**src/rtl/iwg_pkg.sv**
```systemverilog
// ----------------------------------------------------------------------------
// iwg_pkg
// Shared constants, register codes and types of the im2col window gather.
// ----------------------------------------------------------------------------
package iwg_pkg;

  localparam int unsigned MAX_CHANNELS = 4;
  localparam int unsigned MAX_HEIGHT   = 64;
  localparam int unsigned MAX_WIDTH    = 64;
  localparam int unsigned MAX_KERNEL   = 8;
  localparam int unsigned PIXEL_WIDTH  = 16;

  localparam int unsigned CH_W        = $clog2(MAX_CHANNELS);
  localparam int unsigned ROW_W       = $clog2(MAX_HEIGHT);
  localparam int unsigned COL_W       = $clog2(MAX_WIDTH);
  localparam int unsigned STORE_DEPTH = MAX_CHANNELS * MAX_HEIGHT * MAX_WIDTH;
  localparam int unsigned STORE_AW    = CH_W + ROW_W + COL_W;
  localparam int unsigned KDIM_W      = $clog2(MAX_KERNEL);

  // Image size register width and signed window coordinate width.
  localparam int unsigned SIZE_W = 7;
  localparam int unsigned POS_W  = 13;
  localparam int unsigned PROD_W = POS_W - 1;
  localparam int unsigned MC_W   = 8;
  localparam int unsigned TAPS_W = 7;

  localparam int unsigned QUEUE_DEPTH = 4;
  localparam int unsigned QPTR_W      = $clog2(QUEUE_DEPTH);

  localparam int unsigned APB_AW = 5;
  localparam int unsigned APB_DW = 32;

  typedef enum logic [2:0] {
    REG_KERNEL_SHAPE = 3'd0,
    REG_STRIDE       = 3'd1,
    REG_PADDING      = 3'd2,
    REG_DILATION     = 3'd3,
    REG_HEIGHT       = 3'd4,
    REG_WIDTH        = 3'd5
  } iwg_reg_e;

  typedef enum logic {
    OP_WRITE  = 1'b0,
    OP_GATHER = 1'b1
  } iwg_op_e;

  // Decoded configuration, valid while the block is idle and during gathers.
  typedef struct packed {
    logic [KDIM_W-1:0] kh_m1;
    logic [KDIM_W-1:0] kw_m1;
    logic [4:0]        sh;
    logic [4:0]        sw;
    logic [3:0]        ph;
    logic [3:0]        pw;
    logic [4:0]        dh;
    logic [4:0]        dw;
    logic [SIZE_W-1:0] h;
    logic [SIZE_W-1:0] w;
    logic [TAPS_W-1:0] taps;
  } iwg_cfg_t;

  // One queued request. For writes pos_h/pos_w hold the pixel position, for
  // gathers the top-left corner of the window, which may lie in padding.
  typedef struct packed {
    iwg_op_e                 op;
    logic [CH_W-1:0]         ch;
    logic signed [POS_W-1:0] pos_h;
    logic signed [POS_W-1:0] pos_w;
    logic [MC_W-1:0]         mc_base;
    logic [PIXEL_WIDTH-1:0]  pixel;
  } iwg_cmd_t;

endpackage

```
**src/rtl/iwg_fifo.sv**
```systemverilog
// ----------------------------------------------------------------------------
// iwg_fifo
// Short request queue between the front and the back.
// ----------------------------------------------------------------------------
module iwg_fifo
  import iwg_pkg::*;
(
  input  logic     clk_i,
  input  logic     rst_ni,
  input  logic     push_i,
  input  iwg_cmd_t cmd_i,
  output logic     full_o,
  input  logic     pop_i,
  output logic     valid_o,
  output iwg_cmd_t cmd_o
);

  iwg_cmd_t           mem_q [QUEUE_DEPTH];
  logic [QPTR_W-1:0]  wr_ptr_q, rd_ptr_q;
  logic [QPTR_W:0]    count_q;

  assign full_o  = (count_q == (QPTR_W + 1)'(QUEUE_DEPTH));
  assign valid_o = (count_q != '0);
  assign cmd_o   = mem_q[rd_ptr_q];

  always_ff @(posedge clk_i) begin
    if (push_i) begin
      mem_q[wr_ptr_q] <= cmd_i;
    end
  end

  always_ff @(posedge clk_i or negedge rst_ni) begin
    if (!rst_ni) begin
      wr_ptr_q <= '0;
      rd_ptr_q <= '0;
      count_q  <= '0;
    end else begin
      if (push_i) begin
        wr_ptr_q <= (wr_ptr_q == QPTR_W'(QUEUE_DEPTH - 1)) ? '0 : wr_ptr_q + 1'b1;
      end
      if (pop_i) begin
        rd_ptr_q <= (rd_ptr_q == QPTR_W'(QUEUE_DEPTH - 1)) ? '0 : rd_ptr_q + 1'b1;
      end
      count_q <= count_q + (QPTR_W + 1)'(push_i) - (QPTR_W + 1)'(pop_i);
    end
  end

endmodule

```
**config.mk**
```make
export PLATFORM = sky130hd
export DESIGN_NAME = iwg_fifo
export DESIGN_NICKNAME = d
export VERILOG_FILES = /design/src/rtl/iwg_pkg.sv /design/src/rtl/iwg_fifo.sv
export SDC_FILE = /design/constraint.sdc
export NUM_CORES = 1
export LEC_CHECK = 0
export ABC_CLOCK_PERIOD_IN_PS = 2100
export BUFFER_PORTS_ARGS = -buffer_cell sky130_fd_sc_hd__buf_2
export CORE_UTILIZATION = 51
export CTS_CLUSTER_SIZE = 14
export DETAILED_ROUTE_END_ITERATION = 12
export GPL_TIMING_DRIVEN = 1
export PLACE_DENSITY_LB_ADDON = 0.12
export SETUP_SLACK_MARGIN = 0.4
export SLEW_MARGIN = 10
export SYNTH_ARGS = -nofsm -noshare
export SYNTH_HDL_FRONTEND = slang
export SYNTH_SLANG_ARGS = --single-unit
```
**constraint.sdc**
```tcl
create_clock -name clk_i -period 2.1 [get_ports clk_i]
set_input_delay 0.105 -clock clk_i [delete_from_list [all_inputs] [get_ports clk_i]]
set_output_delay 0.105 -clock clk_i [all_outputs]
set_load 0.01 [all_outputs]
```
---- After elaboration in Yosys (flattened, before gate mapping) ----
Memories as Yosys holds them, arrays and structs flattened.
Index checks and enable logic that the tools add are counted.
W data, S select, Z words.
word-level totals
  flip-flop bits (word level) ............. 7
  bits in latches ......................... 0
  bits in writable memories ............... 212
  memory bits (read-only) ................. 0
  input bits .............................. 57
  output and inout port bits .............. 55
  logic and storage cells ................. 16
  memories kept ........................... 1
cells by class
  add/subtract/negate cells ............... 4
  multipliers ............................. 0
  divide/modulo/power cells ............... 0
  magnitude comparators ................... 0
  equal/unequal tests ..................... 3
  shift-type cells ........................ 0
  multiplexer cells ....................... 4
  bitwise logic cells ..................... 0
  reduce and logical (&&, ||, !) cells .... 1
memories
  name   words  width  rd ports  clocked after Yosys merged registers in  write ports  line            RTL
  mem_q  4      53     1         0                                        1            iwg_fifo.sv:18  iwg_cmd_t mem_q [QUEUE_DEPTH];
operators with widths
  kind                   count
  $add A2 B1 Y2 const B  2
  $eq A2 B2 Y1 const B   2
  $mux W2                2
  $add A3 B1 Y3          1
  $eq A3 B3 Y1 const B   1
  $reduce_bool A3 Y1     1
  $sub A3 B1 Y3          1
  $mux W1                2

---- Longest topological paths before layout ----
  depth in word-level cells ............... 2
  mapped depth ............................ 6

---- Least setup slack after synthesis ----
OpenSTA, ideal clock, no wires.
  kind .................................... flip-flop to flip-flop
  start point ............................. register wr_ptr_q[0]
  end point ............................... memory mem_q[2][0] in the netlist's numbering, enable pin
  setup time .............................. 0.416 ns
  arrival time ............................ 1.878 ns
  data required time ...................... 1.684 ns
  path slack .............................. -0.194 ns
  stages on the path, launching flop included .. 4
  path buffers ............................ 0
  clock period less this slack ............ 2.294 ns
  cells stage by stage .................... dfrtp_1 > inv_1 > ha_1 > and2_1
RTL lines
  element                   line            RTL
  start: declaration        iwg_fifo.sv:19  logic [QPTR_W-1:0] wr_ptr_q, rd_ptr_q;
  start signal: assignment  iwg_fifo.sv:39  wr_ptr_q <= (wr_ptr_q == QPTR_W'(QUEUE_DEPTH - 1)) ? '0 : wr_ptr_q + 1'b1;
  end: declaration          iwg_fifo.sv:18
No word-level cell before the write port.

==> run summary <==
The quantity of I/O buffers inserted on ports is 111. The minimum setup slack in the final design is 91.9 ps. By startpoint and endpoint, the worst setup path is classified as flip-flop to primary output.

The HPWL reported at the end of detailed placement came out at 8.68 mm. The mapped netlist covers 0.00813 sq mm. The critical path goes through buf_8 -> buf_12 -> mux4_2 -> buf_6. The post-synth net total is 378.

The CTS sink count came out at 219. The share of the clock period used by the worst path after layout came out at 0.956. The internal power summed over all cells is 0.0104 W. In the post-synthesis netlist, the cell with the most instances is edfxtp_1. The floorplan row count came out at 45. The global-route congestion overflow total is 0. The final net count came out at 584. The share of total power dissipated in sequential elements is 0.411. The share of total power dissipated in combinational logic is 0.344. The time the worst path needs with I/O delays and setup came out at 2010 ps. For the worst setup path, the data required time is 2000 ps. The number of antenna violations at the first check in global routing was 0. The post-synthesis sequential element count is 219.

The arrival time of the worst setup path came out at 1900 ps. In this run the worst hold path is classified as input port to flip-flop. In the synthesized netlist the dominant register cell turns out to be edfxtp_1. The power per cell area came out at 1340 mW/mm^2. The worst max-slew margin expressed relative to the limit is 0.699. The clock transition at the registers of the reported paths came out at 60 ps. The starting density of the core came out at 0.529.

The synthesis-to-layout area growth is 30.6%. The category of the worst setup path launch point is a flip-flop. Dividing the synthesized area by the synthesized cell count gives 26.0 sq um. The distinct cell type count of the synthesized netlist is 20. The area of placed instances came out at 0.00902 sq mm. The number of inserted diodes came out at 0.

The setup-violating endpoint count in the final report is 0. Grouping stages by cell kind, the critical path spends the most delay in multiplexers. The final routed wire length divided by cell count came out at 19.9 um.

The finished cells cover 0.0106 sq mm. The post-route clock skew came out at 6.09 ps. Counting flops with a built-in enable in the synthesized netlist gives 212. The ratio of routed vias to standard cells is 5.15. Counting instances in the post-synthesis netlist gives the leading cell types as edfxtp_1 (212), mux4_2 (48), dfrtp_1 (7), ha_1 (7). CTS built an H-tree with a depth of 1.

The critical path's largest stage delay came out at 540 ps. The largest driver fanout on the critical path is 8. The net load switching power came out at 0.00385 W. OpenSTA, run right after detailed placement, puts the worst setup slack at 381 ps. The core footprint is 0.0154 sq mm. In this run the remaining antenna-violating nets after routing total 0. The clock passes through at most 3 buffers. Counting every instance in the synthesized netlist gives 313.

In this run the static leakage power is 3.76 nW. The fraction of synthesized cell area taken by the top area cell type came out at 0.783. The biggest area consumer among synthesized cells is edfxtp_1. The yosys synthesis warning count came out at 0. The number of global-route vias before repair is 4054.

The full die area is 0.0164 sq mm. After synthesis, the cell types taking the most area are edfxtp_1 (78%), mux4_2 (13%), dfrtp_1 (2.2%). The final layout contains routed wiring with a total length of 14.8 mm. The flow ran to the end, and the final reports show no timing, DRC or antenna violations. The fraction of layout instances using a drive strength above 1 came out at 0.424.

The routability congestion estimate from global placement is 0.698. Setup repair after global routing could not meet its margin everywhere. The number of search-and-repair iterations in the first detailed-routing pass is 4.

The count of final max-slew check failures is 0. VDD sags by at most 0.762 mV. The max capacitance violation total is 0. The number of buffer and inverter instances along the worst setup path came out at 3. The global-route wire length before repair is 22.5 mm. The floorplan step set the die width to 128 um. The summed negative setup slack over all endpoints is 0 ps. The clock buffer count from CTS came out at 22. The number of hold violations in the final report came to 0. In this run the clock root is driven by a clkbuf_16. TritonCTS built the clock tree.

STA classifies the critical path endpoint as a primary output. The total global routing track utilization came out at 0.187. The clock latency at the later pin of the worst-skew pair came out at 490 ps. The worst-margin pin slew is 452 ps.

From bottom edge to top edge, the die measures 128 um. Of the total power, the share spent switching nets is 0.271. The count of routing violations after the opening detailed-route iteration is 180.

The power share of the clock group came out at 0.245. The number of vias in the routed layout is 3845. Entering global routing, the biggest net connects 31 pins. The fraction of registers with async set or reset after synthesis is 0.0320. The slowest library cell on the worst path is mux4_2.

The remaining routing DRC violations is 0. The proportion of synthesized chip area in sequential cells came out at 0.805. The number of ports placed on the die boundary is 112. The top achievable clock speed is 0.498 GHz.
## layout make-up
class | count | area [sq um]
sequential | 219 | 6550
fill | 994 | 4760
timing repair buffer | 194 | 1720
multi-input combinational | 76 | 1410
clock buffer | 33 | 613
tap | 211 | 264
clock inverter | 7 | 36.3
inverter | 6 | 22.5
## cell usage in the layout, fill, tap and decap left out, drive strengths merged
master / netlist / final
mux4: 53 / 53
ha: 7 / 7
nand2: 1 / 1
fa: 1 / 1
clkinv: 0 / 7
or3: 1 / 1
and3: 1 / 1
xnor2: 1 / 1
edfxtp: 212 / 212
and2: 4 / 4
inv: 6 / 6
or3b: 1 / 1
xor2: 1 / 1
clkbuf: 0 / 36
dfrtp: 7 / 7
nor2: 1 / 1
o21ai: 2 / 2
mux2: 2 / 2
dlygate4sd3: 0 / 57
buf: 12 / 134
## power by group through the flow
| stage | sequential, W | clock [W] | combinational [W] |
|---|---|---|---|
| 6_report | 0.00583 | 0.00349 | 0.00488 |
| 5_1_grt | 0.00589 | 0.00374 | 0.00524 |
| 4_1_cts | 0.00586 | 0.00357 | 0.00406 |
| 3_5_place_dp | 0.00607 | 0 | 0.00374 |
| 3_3_place_gp | 0.00602 | 0 | 0.00370 |
| 2_1_floorplan | 0.00581 | 0 | 0.00264 |
## registers in the layout, indices dropped and copies added, names as in the netlist
| signal | flops |
|---|---|
| mem_q | 212 |
| count_q | 3 |
| wr_ptr_q | 2 |
| rd_ptr_q | 2 |
## per-stage QoR
step | utilization | power, W | std cells | hold WS [ps]
after detailed placement | 0.587 | 0.00981 | 638 | -48.6
after global routing | 0.691 | 0.0149 | 746 | 369
after CTS | 0.669 | 0.0135 | 740 | 352
after global placement | 0.587 | 0.00972 | 638 | -46.2
after floorplan | - | 0.00845 | 313 | -191
final | 0.691 | 0.0142 | 746 | 369
## what timing repair did
item,4_1_cts,5_1_grt
hold buffers,57,0
gates resized for setup,2,53
hold endpoints to repair,224,0
buffers inserted,5,3
endpoints found under the setup margin,53,53
cloned,0,3
## kinds of logic (layout without fill, tap and decap cells)
group / Yosys count / after routing / synth area share
flip-flops: 219 / 219 / 0.805
AO/OA/AOI/OAI: 2 / 2 / 0.00123
AND/OR/NAND/NOR: 9 / 9 / 0.00662
XOR/XNOR: 2 / 2 / 0.00216
multiplexers: 55 / 55 / 0.152
buffers and inverters: 18 / 240 / 0.0202
adder cells (fa/ha/maj): 8 / 8 / 0.0132
## layer usage
metal	wire, um	track usage	up-vias
met4	184	0.0436	0
li1	-	-	1745
met3	618	0.0355	14
met1	6350	0.252	1993
met5	0	0	-
met2	7670	0.319	93
## worst paths after layout
| check | start | to | slack (ps) | cells past startpoint |
|---|---|---|---|---|
| min in group asynchronous | rst_ni | count_q[2] | 600 | 3 |
| max in group asynchronous | rst_ni | rd_ptr_q[1] | 1210 | 3 |
| worst min-delay path | cmd_i[45] | mem_q[1][45] | 370 | 2 |
| worst min register to register | count_q[2] | count_q[2] | 610 | 2 |
| worst max-delay path | rd_ptr_q[0] | cmd_o[14] | 90 | 4 |
| worst max register to register | wr_ptr_q[0] | mem_q[2][6] | 500 | 4 |
Note: power is estimated with default switching activity, not from simulation.
