[src/rtl/iwg_pkg.sv]
// ----------------------------------------------------------------------------
// iwg_pkg
// Shared constants, register codes and types of the im2col window gather.
// ----------------------------------------------------------------------------
package iwg_pkg;

  localparam int unsigned MAX_CHANNELS = 4;
  localparam int unsigned MAX_HEIGHT   = 64;
  localparam int unsigned MAX_WIDTH    = 64;
  localparam int unsigned MAX_KERNEL   = 8;
  localparam int unsigned PIXEL_WIDTH  = 16;

  localparam int unsigned CH_W        = $clog2(MAX_CHANNELS);
  localparam int unsigned ROW_W       = $clog2(MAX_HEIGHT);
  localparam int unsigned COL_W       = $clog2(MAX_WIDTH);
  localparam int unsigned STORE_DEPTH = MAX_CHANNELS * MAX_HEIGHT * MAX_WIDTH;
  localparam int unsigned STORE_AW    = CH_W + ROW_W + COL_W;
  localparam int unsigned KDIM_W      = $clog2(MAX_KERNEL);

  // Image size register width and signed window coordinate width.
  localparam int unsigned SIZE_W = 7;
  localparam int unsigned POS_W  = 13;
  localparam int unsigned PROD_W = POS_W - 1;
  localparam int unsigned MC_W   = 8;
  localparam int unsigned TAPS_W = 7;

  localparam int unsigned QUEUE_DEPTH = 4;
  localparam int unsigned QPTR_W      = $clog2(QUEUE_DEPTH);

  localparam int unsigned APB_AW = 5;
  localparam int unsigned APB_DW = 32;

  typedef enum logic [2:0] {
    REG_KERNEL_SHAPE = 3'd0,
    REG_STRIDE       = 3'd1,
    REG_PADDING      = 3'd2,
    REG_DILATION     = 3'd3,
    REG_HEIGHT       = 3'd4,
    REG_WIDTH        = 3'd5
  } iwg_reg_e;

  typedef enum logic {
    OP_WRITE  = 1'b0,
    OP_GATHER = 1'b1
  } iwg_op_e;

  // Decoded configuration, valid while the block is idle and during gathers.
  typedef struct packed {
    logic [KDIM_W-1:0] kh_m1;
    logic [KDIM_W-1:0] kw_m1;
    logic [4:0]        sh;
    logic [4:0]        sw;
    logic [3:0]        ph;
    logic [3:0]        pw;
    logic [4:0]        dh;
    logic [4:0]        dw;
    logic [SIZE_W-1:0] h;
    logic [SIZE_W-1:0] w;
    logic [TAPS_W-1:0] taps;
  } iwg_cfg_t;

  // One queued request. For writes pos_h/pos_w hold the pixel position, for
  // gathers the top-left corner of the window, which may lie in padding.
  typedef struct packed {
    iwg_op_e                 op;
    logic [CH_W-1:0]         ch;
    logic signed [POS_W-1:0] pos_h;
    logic signed [POS_W-1:0] pos_w;
    logic [MC_W-1:0]         mc_base;
    logic [PIXEL_WIDTH-1:0]  pixel;
  } iwg_cmd_t;

endpackage

[src/rtl/iwg_regs.sv]
// ----------------------------------------------------------------------------
// iwg_regs
// APB register file holding the geometry registers, with decoded outputs.
// ----------------------------------------------------------------------------
module iwg_regs
  import iwg_pkg::*;
(
  input  logic              clk_i,
  input  logic              rst_ni,
  input  logic              psel,
  input  logic              penable,
  input  logic              pwrite,
  input  logic [APB_AW-1:0] paddr,
  input  logic [APB_DW-1:0] pwdata,
  output logic [APB_DW-1:0] prdata,
  output logic              pready,
  output iwg_cfg_t          cfg_o
);

  logic [7:0]        kernel_q, stride_q, padding_q, dilation_q;
  logic [SIZE_W-1:0] height_q, width_q;
  iwg_reg_e          reg_idx;
  logic              wr_en;
  logic [3:0]        kh, kw;

  assign reg_idx = iwg_reg_e'(paddr[APB_AW-1:2]);
  assign wr_en   = psel && penable && pwrite;
  assign pready  = 1'b1;

  always_ff @(posedge clk_i or negedge rst_ni) begin
    if (!rst_ni) begin
      kernel_q   <= 8'h22;
      stride_q   <= 8'h00;
      padding_q  <= 8'h11;
      dilation_q <= 8'h00;
      height_q   <= SIZE_W'(MAX_HEIGHT);
      width_q    <= SIZE_W'(MAX_WIDTH);
    end else if (wr_en) begin
      case (reg_idx)
        REG_KERNEL_SHAPE: kernel_q   <= pwdata[7:0];
        REG_STRIDE:       stride_q   <= pwdata[7:0];
        REG_PADDING:      padding_q  <= pwdata[7:0];
        REG_DILATION:     dilation_q <= pwdata[7:0];
        REG_HEIGHT:       height_q   <= pwdata[SIZE_W-1:0];
        REG_WIDTH:        width_q    <= pwdata[SIZE_W-1:0];
        default: ;
      endcase
    end
  end

  always_comb begin
    case (reg_idx)
      REG_KERNEL_SHAPE: prdata = APB_DW'(kernel_q);
      REG_STRIDE:       prdata = APB_DW'(stride_q);
      REG_PADDING:      prdata = APB_DW'(padding_q);
      REG_DILATION:     prdata = APB_DW'(dilation_q);
      REG_HEIGHT:       prdata = APB_DW'(height_q);
      REG_WIDTH:        prdata = APB_DW'(width_q);
      default:          prdata = '0;
    endcase
  end

  // Kernel sizes saturate at the largest supported kernel.
  always_comb begin
    cfg_o.kh_m1 = (kernel_q[3:0] >= 4'(MAX_KERNEL - 1)) ? KDIM_W'(MAX_KERNEL - 1)
                                                        : kernel_q[KDIM_W-1:0];
    cfg_o.kw_m1 = (kernel_q[7:4] >= 4'(MAX_KERNEL - 1)) ? KDIM_W'(MAX_KERNEL - 1)
                                                        : kernel_q[KDIM_W+3:4];
    cfg_o.sh    = {1'b0, stride_q[3:0]} + 5'd1;
    cfg_o.sw    = {1'b0, stride_q[7:4]} + 5'd1;
    cfg_o.ph    = padding_q[3:0];
    cfg_o.pw    = padding_q[7:4];
    cfg_o.dh    = {1'b0, dilation_q[3:0]} + 5'd1;
    cfg_o.dw    = {1'b0, dilation_q[7:4]} + 5'd1;
    cfg_o.h     = (height_q > SIZE_W'(MAX_HEIGHT)) ? SIZE_W'(MAX_HEIGHT) : height_q;
    cfg_o.w     = (width_q > SIZE_W'(MAX_WIDTH)) ? SIZE_W'(MAX_WIDTH) : width_q;
    kh          = 4'(cfg_o.kh_m1) + 4'd1;
    kw          = 4'(cfg_o.kw_m1) + 4'd1;
    cfg_o.taps  = TAPS_W'(kh) * TAPS_W'(kw);
  end

endmodule

[config.mk]
export PLATFORM = sky130hd
export DESIGN_NAME = iwg_regs
export DESIGN_NICKNAME = d
export VERILOG_FILES = /design/src/rtl/iwg_pkg.sv /design/src/rtl/iwg_regs.sv
export SDC_FILE = /design/constraint.sdc
export NUM_CORES = 1
export LEC_CHECK = 0
export BUFFER_PORTS_ARGS = -buffer_cell sky130_fd_sc_hd__buf_2
export CELL_PAD_IN_SITES_DETAIL_PLACEMENT = 1
export CELL_PAD_IN_SITES_GLOBAL_PLACEMENT = 2
export CORE_ASPECT_RATIO = 0.8
export CORE_MARGIN = 4
export CORE_UTILIZATION = 30
export CTS_CLUSTER_DIAMETER = 150
export DETAILED_ROUTE_END_ITERATION = 8
export PLACE_DENSITY_LB_ADDON = 0.12
export SYNTH_ARGS = -nofsm -noshare
export SYNTH_HDL_FRONTEND = slang
export SYNTH_SLANG_ARGS = --single-unit
[constraint.sdc]
create_clock -name clk_i -period 4.9 [get_ports clk_i]
set_input_delay 0.245 -clock clk_i [delete_from_list [all_inputs] [get_ports clk_i]]
set_output_delay 0.245 -clock clk_i [all_outputs]
set_load 0.005 [all_outputs]
### Word level (Yosys, flattened, before mapping)

Cells that the tools add are included.

| cells by class | value |
|---|---|
| $add $sub $neg | 6 |
| multiply operators | 1 |
| $lt $le $gt $ge | 4 |
| equality and inequality tests | 5 |
| mux-type cells | 5 |
| reduce and logical (&&, ||, !) cells | 9 |

Operator list:

| cell | count |
|---|---|
| $pmux 8 s6 | 1 |
| $add 4x1->5 const B | 4 |
| $gt 7x7->1 const B | 2 |
| $mux 7 | 2 |
| $reduce_and 2->1 | 6 |
| $add 3x1->4 const B | 2 |
| $ge 4x3->1 const B | 2 |
| $mul 4x4->7 | 1 |
| $eq 3x2->1 const B | 2 |
| $eq 3x3->1 const B | 2 |
| $mux 3 | 2 |
| $eq 3x1->1 const B | 1 |
| $logic_not 3->1 | 1 |
| $logic_and 1x1->1 | 2 |

| storage, ports and cells | value |
|---|---|
| bits in registers | 46 |
| input port bits | 42 |
| output and inout port bits | 88 |

### Depth between registers and ports, before layout

| depth | value |
|---|---|
| depth after elaboration | 4 |
| gate-level depth with buffers | 12 |

### Least setup slack after synthesis

Ideal clock, no wire load.

| path | value |
|---|---|
| path kind | register to output |
| start | register kernel_q[7] |
| end | output cfg_o[6] (netlist name) |
| data arrival time | 3.613 ns |
| required time | 4.655 ns |
| path slack | 1.042 ns |
| stages on the path, launching flop included | 13 |
| path buffers | 1 |
| cells stage by stage | dfrtp_1 -> or2_2 -> clkbuf_1 -> ha_1 -> xor2_1 -> or2_2 -> fa_1 -> inv_1 -> fa_1 -> fa_1 -> a21o_1 -> a21oi_1 -> xnor3_1 |

RTL lines:

| element | line | source |
|---|---|---|
| start, declared | iwg_regs.sv:20 | `logic [7:0] kernel_q, stride_q, padding_q, dilation_q;` |
| start signal, assigned | iwg_regs.sv:40 | `REG_KERNEL_SHAPE: kernel_q <= pwdata[7:0];` |
| end, declared | iwg_regs.sv:17 | `output iwg_cfg_t cfg_o` |

==> flow_summary.yaml <==
logic_synthesis:
  netlist_area_um2: 3150
  syn_area_per_cell_um2: 11.5
  synth_commonest_cells: "40 x dfrtp_1, 40 x mux2_2, 25 x buf_4"
  synth.distinct_cells: 35
  synthArstFlopShare: 1.00
  synth-seq-cells: 46
  synth.largest_area_cell: "dfrtp_1"
  synth_warnings: 0
  syn-instance-count: 274
  synth_enable_flop_cells: 0
  netlist_top_cells_area: "dfrtp_1 32%, mux2_2 14%, mux2_4 7.6%"
  synthFlopType: "dfrtp_1"
  synth-seq-area-share: 0.368
  synth_top_area_share: 0.318
clock_network:
  cts-hold-fix-buffers: 0
  clk_pin_slew_ps: 60
  cts_max_path_buffers: 2
  cts_buffers: 5
  cts.root.buffer_cell: "clkbuf_16"
  clk_latency_ps: 290
  cts.htree.levels: 2
  ctsResizeCount: 0
  cts_tree: "built"
  cts_setup_buffers: 0
  clock_sinks: 46
worst_setup_path:
  cp-end-kind: "output port"
  r2r-end: "height_q[6]"
  required_ps: 4660
  worstSetupStartpointType: "flop"
  path_class: "reg2out"
  rrSetupSlack_ps: 3990
  critPathArrivalTime_ps: 4140
  path_max_fanout: 6
  r2r-start: "height_q[6]"
  r2r_cells: 1
placed_design:
  gp_congestion: 0.696
  dp_hpwl_um: 6520
  portBuffers: 78
  place_area_um2: 3540
global_routing:
  grt_pass1_vias: 2431
  antenna_found_initial: 0
  grt_max_degree: 47
  grt_pass1_wl_um: 13600
  grt.total_usage: 0.145
  gr-total-overflow: 0
finish:
  area_growth_pct: 16.8
  antenna_cells: 0
  fin_nets: 408
  seqCellArea_um2: 1160
  n_fill_cell: 1178
  multi_input_area_um2: 1770
  drive_gt1_frac: 0.462
  final_area_um2: 3680
detailed_routing:
  via_count: 2187
  ant_nets: 0
  wl_um: 8530
  wire_per_inst_um: 17.6
  drc: 0
  drtPass1Iterations: 4
  viasPerCell: 4.50
  drt-initial-drc-count: 59
sta:
  slew_violations: 0
  setup_viol: 0
  rsz0062_at_grt: "no"
  maxSlewHeadroom: 0.257
  worst_slew_pin_slew_ps: 1110
  final-hold-violation-count: 0
  period_needed_ps: 4390
  fin_skew_ps: 0
  fin_crit_sh: 0.896
  fin_tns_setup_ps: 0
  max_clock_freq_mhz: 228
flow_run:
  cap_viol_max_count: 0
outcome:
  status: "completed"
die:
  dieArea_um2: 12200
  core_area_um2: 10200
  fp.dieW_um: 123
  initial_core_util: 0.308
  die_y_um: 99.6
  ios: 130
  num_rows: 33
power_and_ir_drop:
  peakVddDrop_mv: 0.137
  power_density_nw_per_um2: 435
  leakagePower_nw: 1.95
hold_path:
  hp-class: "in2async"
-- cell type report --
| cell class | instances | share of cell area |
|---|---|---|
| multi-input cells | 202 | 0.482 |
| flip-flops and latches | 46 | 0.315 |
| clock buffers | 7 | 0.0361 |
| repair buffers | 78 | 0.106 |
| inverters | 13 | 0.0133 |
| well taps | 140 | 0.0476 |
-- state kept, by name, summed over array words and instances, names as in the netlist --
signal	count
width_q	7
stride_q	8
dilation_q	8
padding_q	8
kernel_q	8
height_q	7
-- worst max-delay path by stage --
| stage | from | endpoint | depth (start not counted) |
|---|---|---|---|
| floorplan | kernel_q[7] | cfg_o[6] | 12 |
| global route | kernel_q[3] | cfg_o[6] | 12 |
| CTS | kernel_q[3] | cfg_o[6] | 12 |
| global placement | kernel_q[3] | cfg_o[6] | 12 |
| detailed placement | kernel_q[3] | cfg_o[6] | 12 |
| finish | kernel_q[3] | cfg_o[6] | 12 |
-- report_power, final --
part           switching, W  total (W)  internal [W]  leakage [nW]
Combinational      0.000342   0.000723      0.000381          1.31
Sequential        0.0000868   0.000549      0.000462         0.574
Clock              0.000139   0.000326      0.000187        0.0640
-- logic make-up (layout without fill, tap and decap cells) --
kind of cell | count (synthesis) | after routing | synth area share
simple gates | 62 | 62 | 0.110
mux | 61 | 61 | 0.247
fa+ha+maj | 20 | 20 | 0.0890
buf+inv | 49 | 98 | 0.0969
other cells | 2 | 25 | 0.00238
xor+xnor | 14 | 14 | 0.0433
compound gates | 20 | 20 | 0.0437
flops | 46 | 46 | 0.368
-- metal layers --
layer  share of wire  wire, um  up-vias  GRT usage
li1                -         -     1036          -
met1            0.50      4230     1083      0.210
met2            0.44      3770       60      0.224
met3           0.054       463        8     0.0301
met4          0.0090        77        0     0.0336
met5               0         0        -          0
-- metrics by stage --
stage | utilization | worst slack [ps] | total power, W | hold WS [ps] | cells
5_1_grt | 0.359 | 271 | 0.00175 | 254 | 486
3_5_place_dp | 0.346 | 784 | 0.00130 | 519 | 479
2_1_floorplan | - | 1040 | 0.00101 | -50.6 | 297
3_3_place_gp | 0.346 | 799 | 0.00128 | 510 | 479
4_1_cts | 0.359 | 463 | 0.00163 | 209 | 486
6_report | 0.359 | 512 | 0.00160 | 155 | 486
-- layout by cell type, fill, tap and decap left out --
cell type / synthesis / layout
dfstp_2: 6 / 6
a21o_1: 2 / 2
nand4_1: 1 / 1
xor2_1: 8 / 8
a22oi_1: 4 / 4
or2_2: 7 / 7
clkbuf_1: 4 / 2
a31oi_1: 5 / 5
ha_1: 16 / 16
nand2_1: 6 / 6
xnor3_1: 1 / 1
o22ai_1: 4 / 4
a221oi_1: 3 / 3
nand3_1: 4 / 4
nor2_1: 16 / 16
and3_1: 4 / 4
nor2b_1: 14 / 14
conb_1: 2 / 25
buf_2: 4 / 78
nand4b_4: 1 / 1
inv_1: 13 / 13
or3_1: 2 / 2
a21oi_1: 2 / 2
clkbuf_16: 0 / 5
mux4_2: 3 / 3
dfrtp_1: 40 / 40
mux2_4: 16 / 16
mux2i_1: 2 / 2
fa_1: 4 / 4
mux2_2: 40 / 40
xnor2_1: 5 / 5
nand2b_1: 2 / 2
nor2_2: 4 / 4
and2_1: 1 / 1
-- critical path, stage by stage, from the launching register on --
cell and delay (ps):
dfrtp_1 450, or2_2 400, ha_1 220, xor2_1 210, or2_2 310, fa_1 480, inv_1 50, fa_1 530
fa_1 490, a21o_1 190, a21oi_1 160, xnor3_1 220, buf_2 130
No activity file was read; power rests on OpenSTA's default activity.
