**src/rtl/iwg_pkg.sv**
```systemverilog
// ----------------------------------------------------------------------------
// iwg_pkg
// Shared constants, register codes and types of the im2col window gather.
// ----------------------------------------------------------------------------
package iwg_pkg;

  localparam int unsigned MAX_CHANNELS = 4;
  localparam int unsigned MAX_HEIGHT   = 64;
  localparam int unsigned MAX_WIDTH    = 64;
  localparam int unsigned MAX_KERNEL   = 8;
  localparam int unsigned PIXEL_WIDTH  = 16;

  localparam int unsigned CH_W        = $clog2(MAX_CHANNELS);
  localparam int unsigned ROW_W       = $clog2(MAX_HEIGHT);
  localparam int unsigned COL_W       = $clog2(MAX_WIDTH);
  localparam int unsigned STORE_DEPTH = MAX_CHANNELS * MAX_HEIGHT * MAX_WIDTH;
  localparam int unsigned STORE_AW    = CH_W + ROW_W + COL_W;
  localparam int unsigned KDIM_W      = $clog2(MAX_KERNEL);

  // Image size register width and signed window coordinate width.
  localparam int unsigned SIZE_W = 7;
  localparam int unsigned POS_W  = 13;
  localparam int unsigned PROD_W = POS_W - 1;
  localparam int unsigned MC_W   = 8;
  localparam int unsigned TAPS_W = 7;

  localparam int unsigned QUEUE_DEPTH = 4;
  localparam int unsigned QPTR_W      = $clog2(QUEUE_DEPTH);

  localparam int unsigned APB_AW = 5;
  localparam int unsigned APB_DW = 32;

  typedef enum logic [2:0] {
    REG_KERNEL_SHAPE = 3'd0,
    REG_STRIDE       = 3'd1,
    REG_PADDING      = 3'd2,
    REG_DILATION     = 3'd3,
    REG_HEIGHT       = 3'd4,
    REG_WIDTH        = 3'd5
  } iwg_reg_e;

  typedef enum logic {
    OP_WRITE  = 1'b0,
    OP_GATHER = 1'b1
  } iwg_op_e;

  // Decoded configuration, valid while the block is idle and during gathers.
  typedef struct packed {
    logic [KDIM_W-1:0] kh_m1;
    logic [KDIM_W-1:0] kw_m1;
    logic [4:0]        sh;
    logic [4:0]        sw;
    logic [3:0]        ph;
    logic [3:0]        pw;
    logic [4:0]        dh;
    logic [4:0]        dw;
    logic [SIZE_W-1:0] h;
    logic [SIZE_W-1:0] w;
    logic [TAPS_W-1:0] taps;
  } iwg_cfg_t;

  // One queued request. For writes pos_h/pos_w hold the pixel position, for
  // gathers the top-left corner of the window, which may lie in padding.
  typedef struct packed {
    iwg_op_e                 op;
    logic [CH_W-1:0]         ch;
    logic signed [POS_W-1:0] pos_h;
    logic signed [POS_W-1:0] pos_w;
    logic [MC_W-1:0]         mc_base;
    logic [PIXEL_WIDTH-1:0]  pixel;
  } iwg_cmd_t;

endpackage

```
**src/rtl/iwg_in_if.sv**
```systemverilog
// ----------------------------------------------------------------------------
// iwg_in_if
// Request channel: pixel writes and gather requests.
// ----------------------------------------------------------------------------
interface iwg_in_if;
  logic               valid;
  logic               ready;
  logic               command;
  logic [1:0]         channel;
  logic [6:0]         row;
  logic [6:0]         column;
  logic signed [15:0] pixel_value;

  modport source (output valid, command, channel, row, column, pixel_value,
                  input ready);
  modport sink   (input valid, command, channel, row, column, pixel_value,
                  output ready);
endinterface

```
**src/rtl/iwg_front.sv**
```systemverilog
// ----------------------------------------------------------------------------
// iwg_front
// Accepts requests, drops writes outside the image and precomputes the
// window origin and column-matrix base of gathers.
// ----------------------------------------------------------------------------
module iwg_front
  import iwg_pkg::*;
(
  iwg_in_if.sink    item,
  input  iwg_cfg_t  cfg_i,
  input  logic      full_i,
  output logic      push_o,
  output iwg_cmd_t  cmd_o
);

  logic [PROD_W-1:0] prod_h, prod_w;
  logic [8:0]        mc_prod;
  logic              in_image;
  iwg_op_e           op;

  assign op         = iwg_op_e'(item.command);
  assign item.ready = !full_i;
  assign in_image   = (item.row < cfg_i.h) && (item.column < cfg_i.w);
  assign push_o     = item.valid && !full_i && ((op == OP_GATHER) || in_image);

  assign prod_h  = PROD_W'(item.row) * PROD_W'(cfg_i.sh);
  assign prod_w  = PROD_W'(item.column) * PROD_W'(cfg_i.sw);
  assign mc_prod = 9'(item.channel) * 9'(cfg_i.taps);

  always_comb begin
    cmd_o.op      = op;
    cmd_o.ch      = item.channel;
    cmd_o.mc_base = mc_prod[MC_W-1:0];
    cmd_o.pixel   = item.pixel_value;
    if (op == OP_GATHER) begin
      cmd_o.pos_h = $signed({1'b0, prod_h}) - $signed(POS_W'(cfg_i.ph));
      cmd_o.pos_w = $signed({1'b0, prod_w}) - $signed(POS_W'(cfg_i.pw));
    end else begin
      cmd_o.pos_h = POS_W'(item.row);
      cmd_o.pos_w = POS_W'(item.column);
    end
  end

endmodule

```
**src/flat_wrapper.sv**
```systemverilog
// flat-port wrapper written by rule: the top's interface ports become plain ports
module iwg_front_flat import iwg_pkg::*;
  (cfg_i, full_i, push_o, cmd_o, item_valid, item_command, item_channel, item_row, item_column, item_pixel_value, item_ready);
  iwg_in_if item_i ();
  input  iwg_cfg_t cfg_i;
  input  logic full_i;
  output logic push_o;
  output iwg_cmd_t cmd_o;
  input wire logic [$bits(item_i.valid)-1:0] item_valid;
  input wire logic [$bits(item_i.command)-1:0] item_command;
  input wire logic [$bits(item_i.channel)-1:0] item_channel;
  input wire logic [$bits(item_i.row)-1:0] item_row;
  input wire logic [$bits(item_i.column)-1:0] item_column;
  input wire logic [$bits(item_i.pixel_value)-1:0] item_pixel_value;
  output wire logic [$bits(item_i.ready)-1:0] item_ready;
  assign item_i.valid = item_valid;
  assign item_i.command = item_command;
  assign item_i.channel = item_channel;
  assign item_i.row = item_row;
  assign item_i.column = item_column;
  assign item_i.pixel_value = item_pixel_value;
  assign item_ready = item_i.ready;
  iwg_front u_core (.item(item_i), .cfg_i(cfg_i), .full_i(full_i), .push_o(push_o), .cmd_o(cmd_o));
endmodule
```
**config.mk**
```make
export PLATFORM = sky130hd
export DESIGN_NAME = iwg_front_flat
export DESIGN_NICKNAME = d
export VERILOG_FILES = /design/src/rtl/iwg_pkg.sv /design/src/rtl/iwg_in_if.sv /design/src/rtl/iwg_front.sv /design/src/flat_wrapper.sv
export SDC_FILE = /design/constraint.sdc
export NUM_CORES = 1
export LEC_CHECK = 0
export BUFFER_PORTS_ARGS = -buffer_cell sky130_fd_sc_hd__buf_4
export CAP_MARGIN = 10
export CORE_UTILIZATION = 46
export DETAILED_ROUTE_END_ITERATION = 12
export PLACE_DENSITY = 0.76
export SLEW_MARGIN = 20
export SYNTH_ARGS = -nofsm -noshare
export SYNTH_HDL_FRONTEND = slang
export SYNTH_SLANG_ARGS = --single-unit
```
**constraint.sdc**
```tcl
create_clock -name vclk -period 3.35
set_input_delay 0 -clock vclk [all_inputs]
set_output_delay 0 -clock vclk [all_outputs]
set_load 0.02 [all_outputs]
```
### Word-level counts from Yosys, hierarchy flattened

Cells that the tools add are included.

* add/sub/neg operators: 2
* $mul: 3
* divide/modulo/power cells: 0
* $lt $le $gt $ge: 2
* equal/unequal tests: 0
* shift-type cells: 0
* multiplexer cells: 1
* bitwise logic cells: 0
* reductions and logical operators: 5

Operator list (number)
* 26-bit 2-to-1 mux: 1
* 12-bit by 4-bit subtractor with 13-bit output: 2
* 7-bit by 5-bit multiplier with 12-bit output: 2
* 7-bit < comparator: 2
* 2-bit by 7-bit multiplier with 8-bit output: 1
* 1-bit logical AND: 3
* 1-bit zero test: 1
* 1-bit logical OR: 1

* register bits after elaboration: 0
* latch bits: 0
* RAM bits: 0
* bits in read-only memories: 0
* input bits: 90
* output and inout port bits: 55
* memories kept: 0

### Longest topological paths before layout

Gate-level depths: netlist of run 1.

* word-level depth: 4
* mapped depth: 14
* gate-level depth less buffers: 14

### Worst setup path after synthesis of run 1

Ideal clock, no wire load.

* path kind: in2out
* start: in item_row[2]
* end: out cmd_o[47] (netlist name)
* arrival: 3.158 ns
* path slack: 0.192 ns
* stages: 12
* path through: and2_1 fa_1 inv_1 fa_1 fa_1 inv_1 ha_1 nor2b_1 nor3_1 o21ai_0 a31oi_1 mux2i_1

RTL lines
* start, declared: line flat_wrapper.sv:12 `input wire logic [$bits(item_i.row)-1:0] item_row;`
* end, declared: line flat_wrapper.sv:8 `output iwg_cmd_t cmd_o;`

==> impl_metrics.toml, run 1 <==
[die]
start_util_pct = 48.0
die_x_um = 92.3
io_pins = 145
fp.dieArea_um2 = 8510
die_h_um = 92.3
core_area_um2 = 7810
std_cell_rows = 32

[global_route]
grt_pass1_vias = 3351
track_usage_pct = 19.8
grt_max_degree = 34
grt_pass1_wl_mm = 14.1
grt.overflow.total = 0
antenna_found_initial = 0

[timing]
layout_setup_ws_ps = 100
tightest_slew_ps = 375
max_freq_ghz = 0.308
min_period_ps = 3250
hold_violations = 0
setup_viol = 0
post-route-period-util_pct = 97.0
drv_slew = 0
slew_headroom_pct = 75.0
holdWs_ps = 0.00882

[clock_tree]
ctsHoldBuffers = 0

[logic_synthesis]
synth.yosys.seq_area_share_pct = 0
synthDominantCellAreaShare_pct = 24.7
synthCells = 484
syn-cell-area_um2 = 3750
synth_nets = 687
synthTopCellsByArea = "ha_1 (25%), fa_1 (21%), inv_1 (12%)"
yosys.area.top_type = "ha_1"
ys_types = 36
yosysWarningCount = 0
synth.avg_cell_area_um2 = 7.74

[critical_path]
critical_path.slowest_cell = "fa_1"
startpoint = "cfg_i[41]"
crit_family = "adder cells"
critical_path.max_stage_delay_ps = 510
endpoint = "cmd_o[35]"
crit_chain = "buf_4 -> and2_1 -> fa_1 -> fa_1 -> inv_1 -> fa_1 -> inv_1 -> ha_1 -> a21oi_2 -> o21ai_0 -> a221oi_2 -> xnor2_1 -> and2_1 -> buf_4"
critPathMaxFanout = 7
path_class = "input pin to output pin"
worstPathRequired_ps = 3350
cp.depth = 14
cp-end-kind = "output pin"
worstPathArrival_ps = 3250
worst-path-buf-inv = 4
start_kind = "input pin"
cp_common_cell = "fa_1"

[flow_run]
drv_cap = 0

[final_layout]
nClkBuffers = 0
nNetsFinal = 777
fin_area_um2 = 4670
syn_to_final_growth_pct = 24.6
seq_area_um2 = 0
drive_above_1_share_pct = 25.3
num-fill-cells = 694
n_antenna_cell = 0
seq_cell_count = 0

[route]
via_count = 3374
drt_pass1_iterations = 4
post-route-drc-count = 0
drtIter0Drc = 86
wl_mm = 8.57
vias_per_cell = 5.01
ant_nets = 0
wl_per_cell_um = 12.7

[power]
power.density_nw_per_um2 = 418
ir_worst_vdd_uv = 236
p_leak_nw = 2.61

[placement]
portBuffers = 97
place_congestion = 0.854
dp_slack_ps = -121
place_area_um2 = 4550
hpwl_mm = 7.34

[run_status]
outcome = "completed"

[worst_hold_path]
hp-class = "input pin to output pin"
## power by group
group / total, mW / switching (mW) / internal [mW]
combinational: 1.95 / 1.01 / 0.937
sequential: 0 / 0 / 0
clock: 0 / 0 / 0
## area by class of cell
class	instances	area, um^2	area share (%)
tap	102	128	2.73
timing repair buffer	110	826	17.7
multi-input combinational	341	3260	69.8
inverter	121	454	9.73
## metal layers
metal | vias to the layer above | track usage (%) | part of all wire [%]
li1 | 1678 | - | -
met5 | - | 0 | 0
met1 | 1594 | 25.0 | 43
met2 | 86 | 36.9 | 50
met4 | 0 | 3.39 | 1.6
met3 | 16 | 1.66 | 5.1
## synth_stat cells, drive strengths merged (4+ instances only)
| master | number |
|---|---|
| inv | 121 |
| ha | 74 |
| and2 | 64 |
| nand2 | 41 |
| fa | 39 |
| buf | 21 |
| a21oi | 17 |
| o21ai | 14 |
| xnor2 | 14 |
| mux2 | 12 |
| nand2b | 8 |
| nor2 | 7 |
| a21o | 5 |
| mux2i | 5 |
| o21a | 5 |
| a31oi | 4 |
| nor2b | 4 |
## worst min path at each step
stage,start,end,slack [ps],depth (start not counted)
6_report,item_pixel_value[8],cmd_o[8],0.009,0
5_1_grt,item_pixel_value[1],cmd_o[1],0.03,0
4_1_cts,item_pixel_value[14],cmd_o[14],0.1,0
3_5_place_dp,item_pixel_value[14],cmd_o[14],0.1,0
3_3_place_gp,item_pixel_value[14],cmd_o[14],0.1,0
2_1_floorplan,full_i,item_ready,80,1
## logic make-up (layout without fill, tap and decap cells)
kind of cell    count (synthesis)  after routing  share of synthesized area, %
buf+inv                       143            231                          16.2
simple gates                  134            134                          19.0
fa+ha+maj                     113            113                          45.5
compound gates                 60             60                          10.3
xor+xnor                       17             17                          3.97
mux                            17             17                          4.94
## timing repair
item | 4_1_cts | 5_1_grt
hold endpoints to repair | 0 | 0
pin swaps | 1 | 13
resized for setup | 2 | 22
setup buffers | 0 | 0
endpoints found under the setup margin | 3 | 12
## through the flow
stage	util, %	instances	power, mW	TNS [ps]
after floorplan	-	484	1.28	0
after detailed placement	58.2	674	1.82	-198
after global routing	59.8	674	2.16	-46.0
final	59.8	674	1.95	0
after global placement	58.2	674	1.76	0
after CTS	58.2	674	1.83	0
## cells in the final DEF, fill, tap and decap left out, types with 3 or more instances in the layout
cell type / n
a21o_1: 5
a21oi_1: 15
a31oi_1: 3
and2_1: 62
buf_4: 110
fa_1: 38
ha_1: 69
ha_4: 5
inv_1: 120
mux2_2: 12
mux2i_1: 5
nand2_1: 41
nand2b_1: 8
nand4_1: 3
nor2_1: 7
o211ai_1: 3
o21a_1: 5
o21ai_0: 11
o22ai_1: 3
xnor2_1: 14
xor2_1: 3
No activity file was read; power rests on OpenSTA's default activity.
==> run 2: changes to the inputs <==
Settings changed: GPL_TIMING_DRIVEN set to 0, PLACE_DENSITY 0.76 to 0.79.
==> impl_metrics.toml, run 2 (synthesis results as in run 1) <==
[run_status]
outcome = "completed"

[placement]
place_congestion = 0.887
portBuffers = 113
hpwl_mm = 7.79
place_area_um2 = 4720
placedCellCount = 699

[critical_path]
cp_common_cell = "fa_1"
critical_path.max_stage_delay_ps = 540
crit_chain = "buf_4 -> and2_1 -> fa_1 -> fa_1 -> inv_1 -> fa_1 -> inv_1 -> ha_4 -> o211ai_1 -> o21ai_2 -> a31oi_1 -> mux2i_1 -> buf_4"
worstPathRequired_ps = 3350
worst-path-buf-inv = 4
critical_path.slowest_cell = "fa_1"
worstPathArrival_ps = 3290
start_kind = "input pin"
crit_family = "adder cells"
critPathMaxFanout = 7
path_class = "input pin to output pin"
cp-end-kind = "output pin"

[die]
die_h_um = 92.3
std_cell_rows = 32
die_x_um = 92.3
start_util_pct = 48.0
fp.dieArea_um2 = 8510
core_area_um2 = 7810
io_pins = 145

[route]
drt_pass1_iterations = 4
via_count = 3526
drtIter0Drc = 112
post-route-drc-count = 0
ant_nets = 0
wl_mm = 9.36
vias_per_cell = 5.03
wl_per_cell_um = 13.4

[final_layout]
final_cell_mix = "buf_4 (134), inv_1 (119), ha_1 (65)"
n_antenna_cell = 0
fin_cells = 701
seq_cell_count = 0
nClkBuffers = 0
syn_to_final_growth_pct = 30.7
drive_above_1_share_pct = 29.9
layout_commonest_cell = "buf_4"
fin_area_um2 = 4900
nNetsFinal = 804
seq_area_um2 = 0

[power]
comb_power_share_pct = 100.0
swShare_pct = 52.4
p_leak_nw = 2.72
ir_worst_vdd_uv = 239
p_seq_share_pct = 0
power.switching_mw = 1.07
p_clk_share_pct = 0
p_int_uw = 971
power.density_nw_per_um2 = 416

[timing]
drv_slew = 0
setup_viol = 0
hold_violations = 0
post-route-period-util_pct = 98.3
setup_tns_ps = 0
min_period_ps = 3290
tightest_slew_ps = 753
slew_headroom_pct = 49.8
max_freq_ghz = 0.304

[global_route]
grt_max_degree = 11
grt_pass1_vias = 3417
antenna_found_initial = 0
grt.overflow.total = 0
track_usage_pct = 20.7
grt_pass1_wl_mm = 14.7

[flow_run]
drv_cap = 0

[clock_tree]
ctsHoldBuffers = 0

[worst_hold_path]
hp-class = "input pin to output pin"
run 2: cell types whose count changed in the layout (fill, tap and decap cells not counted), moves of 2 or more:
cell / before / now
buf_1: 0 / 2
buf_4: 110 / 134
ha_1: 69 / 65
o21ai_0: 11 / 7
a21oi_4: 0 / 2
o21ai_1: 1 / 3
ha_2: 0 / 5
o21ai_2: 2 / 4
run 2: repair_timing:
| item | CTS | global route |
|---|---|---|
| endpoints found under the setup margin | 6 | 12 |
| buffers inserted | 0 | 2 |
| pin swaps | 3 | 22 |
| gates resized for setup | 5 | 35 |
run 2: final timing paths:
path,from,to,depth (start not counted)
max,cfg_i[41],cmd_o[34],13
min,item_pixel_value[0],cmd_o[0],2
run 2: through the flow:
| step | hold slack [ps] | setup WS (ps) | power (mW) | util (%) |
|---|---|---|---|---|
| 6_report | 197 | 56.9 | 2.04 | 62.7 |
| 5_1_grt | 199 | -20.8 | 2.24 | 62.7 |
| 4_1_cts | 198 | 1.16 | 1.82 | 60.7 |
| 3_5_place_dp | 198 | -157 | 1.80 | 60.5 |
| 2_1_floorplan | 76.6 | 192 | 1.28 | - |
| 3_3_place_gp | 197 | -67.6 | 1.75 | 60.5 |
run 2: area by class of cell:
type / count / area [um^2]
inverters: 121 / 454
plain buffers: 22 / 154
fillers: 657 / 2910
multi-input cells: 341 / 3300
repair buffers: 115 / 863
well taps: 102 / 128
run 2: per-layer routing:
metal	share of wire (%)	vias to the layer above	wire, um	track usage (%)
met1	42	1658	3900	24.8
met2	51	123	4740	40.2
met4	2.0	0	184	3.13
met5	0	-	0	0
met3	5.7	16	533	1.99
li1	-	1729	-	-
run 2: power groups by stage:
stage,clock network (mW),logic [mW],registers (mW)
6_report,0,2.04,0
5_1_grt,0,2.24,0
4_1_cts,0,1.82,0
3_5_place_dp,0,1.80,0
3_3_place_gp,0,1.75,0
2_1_floorplan,0,1.28,0
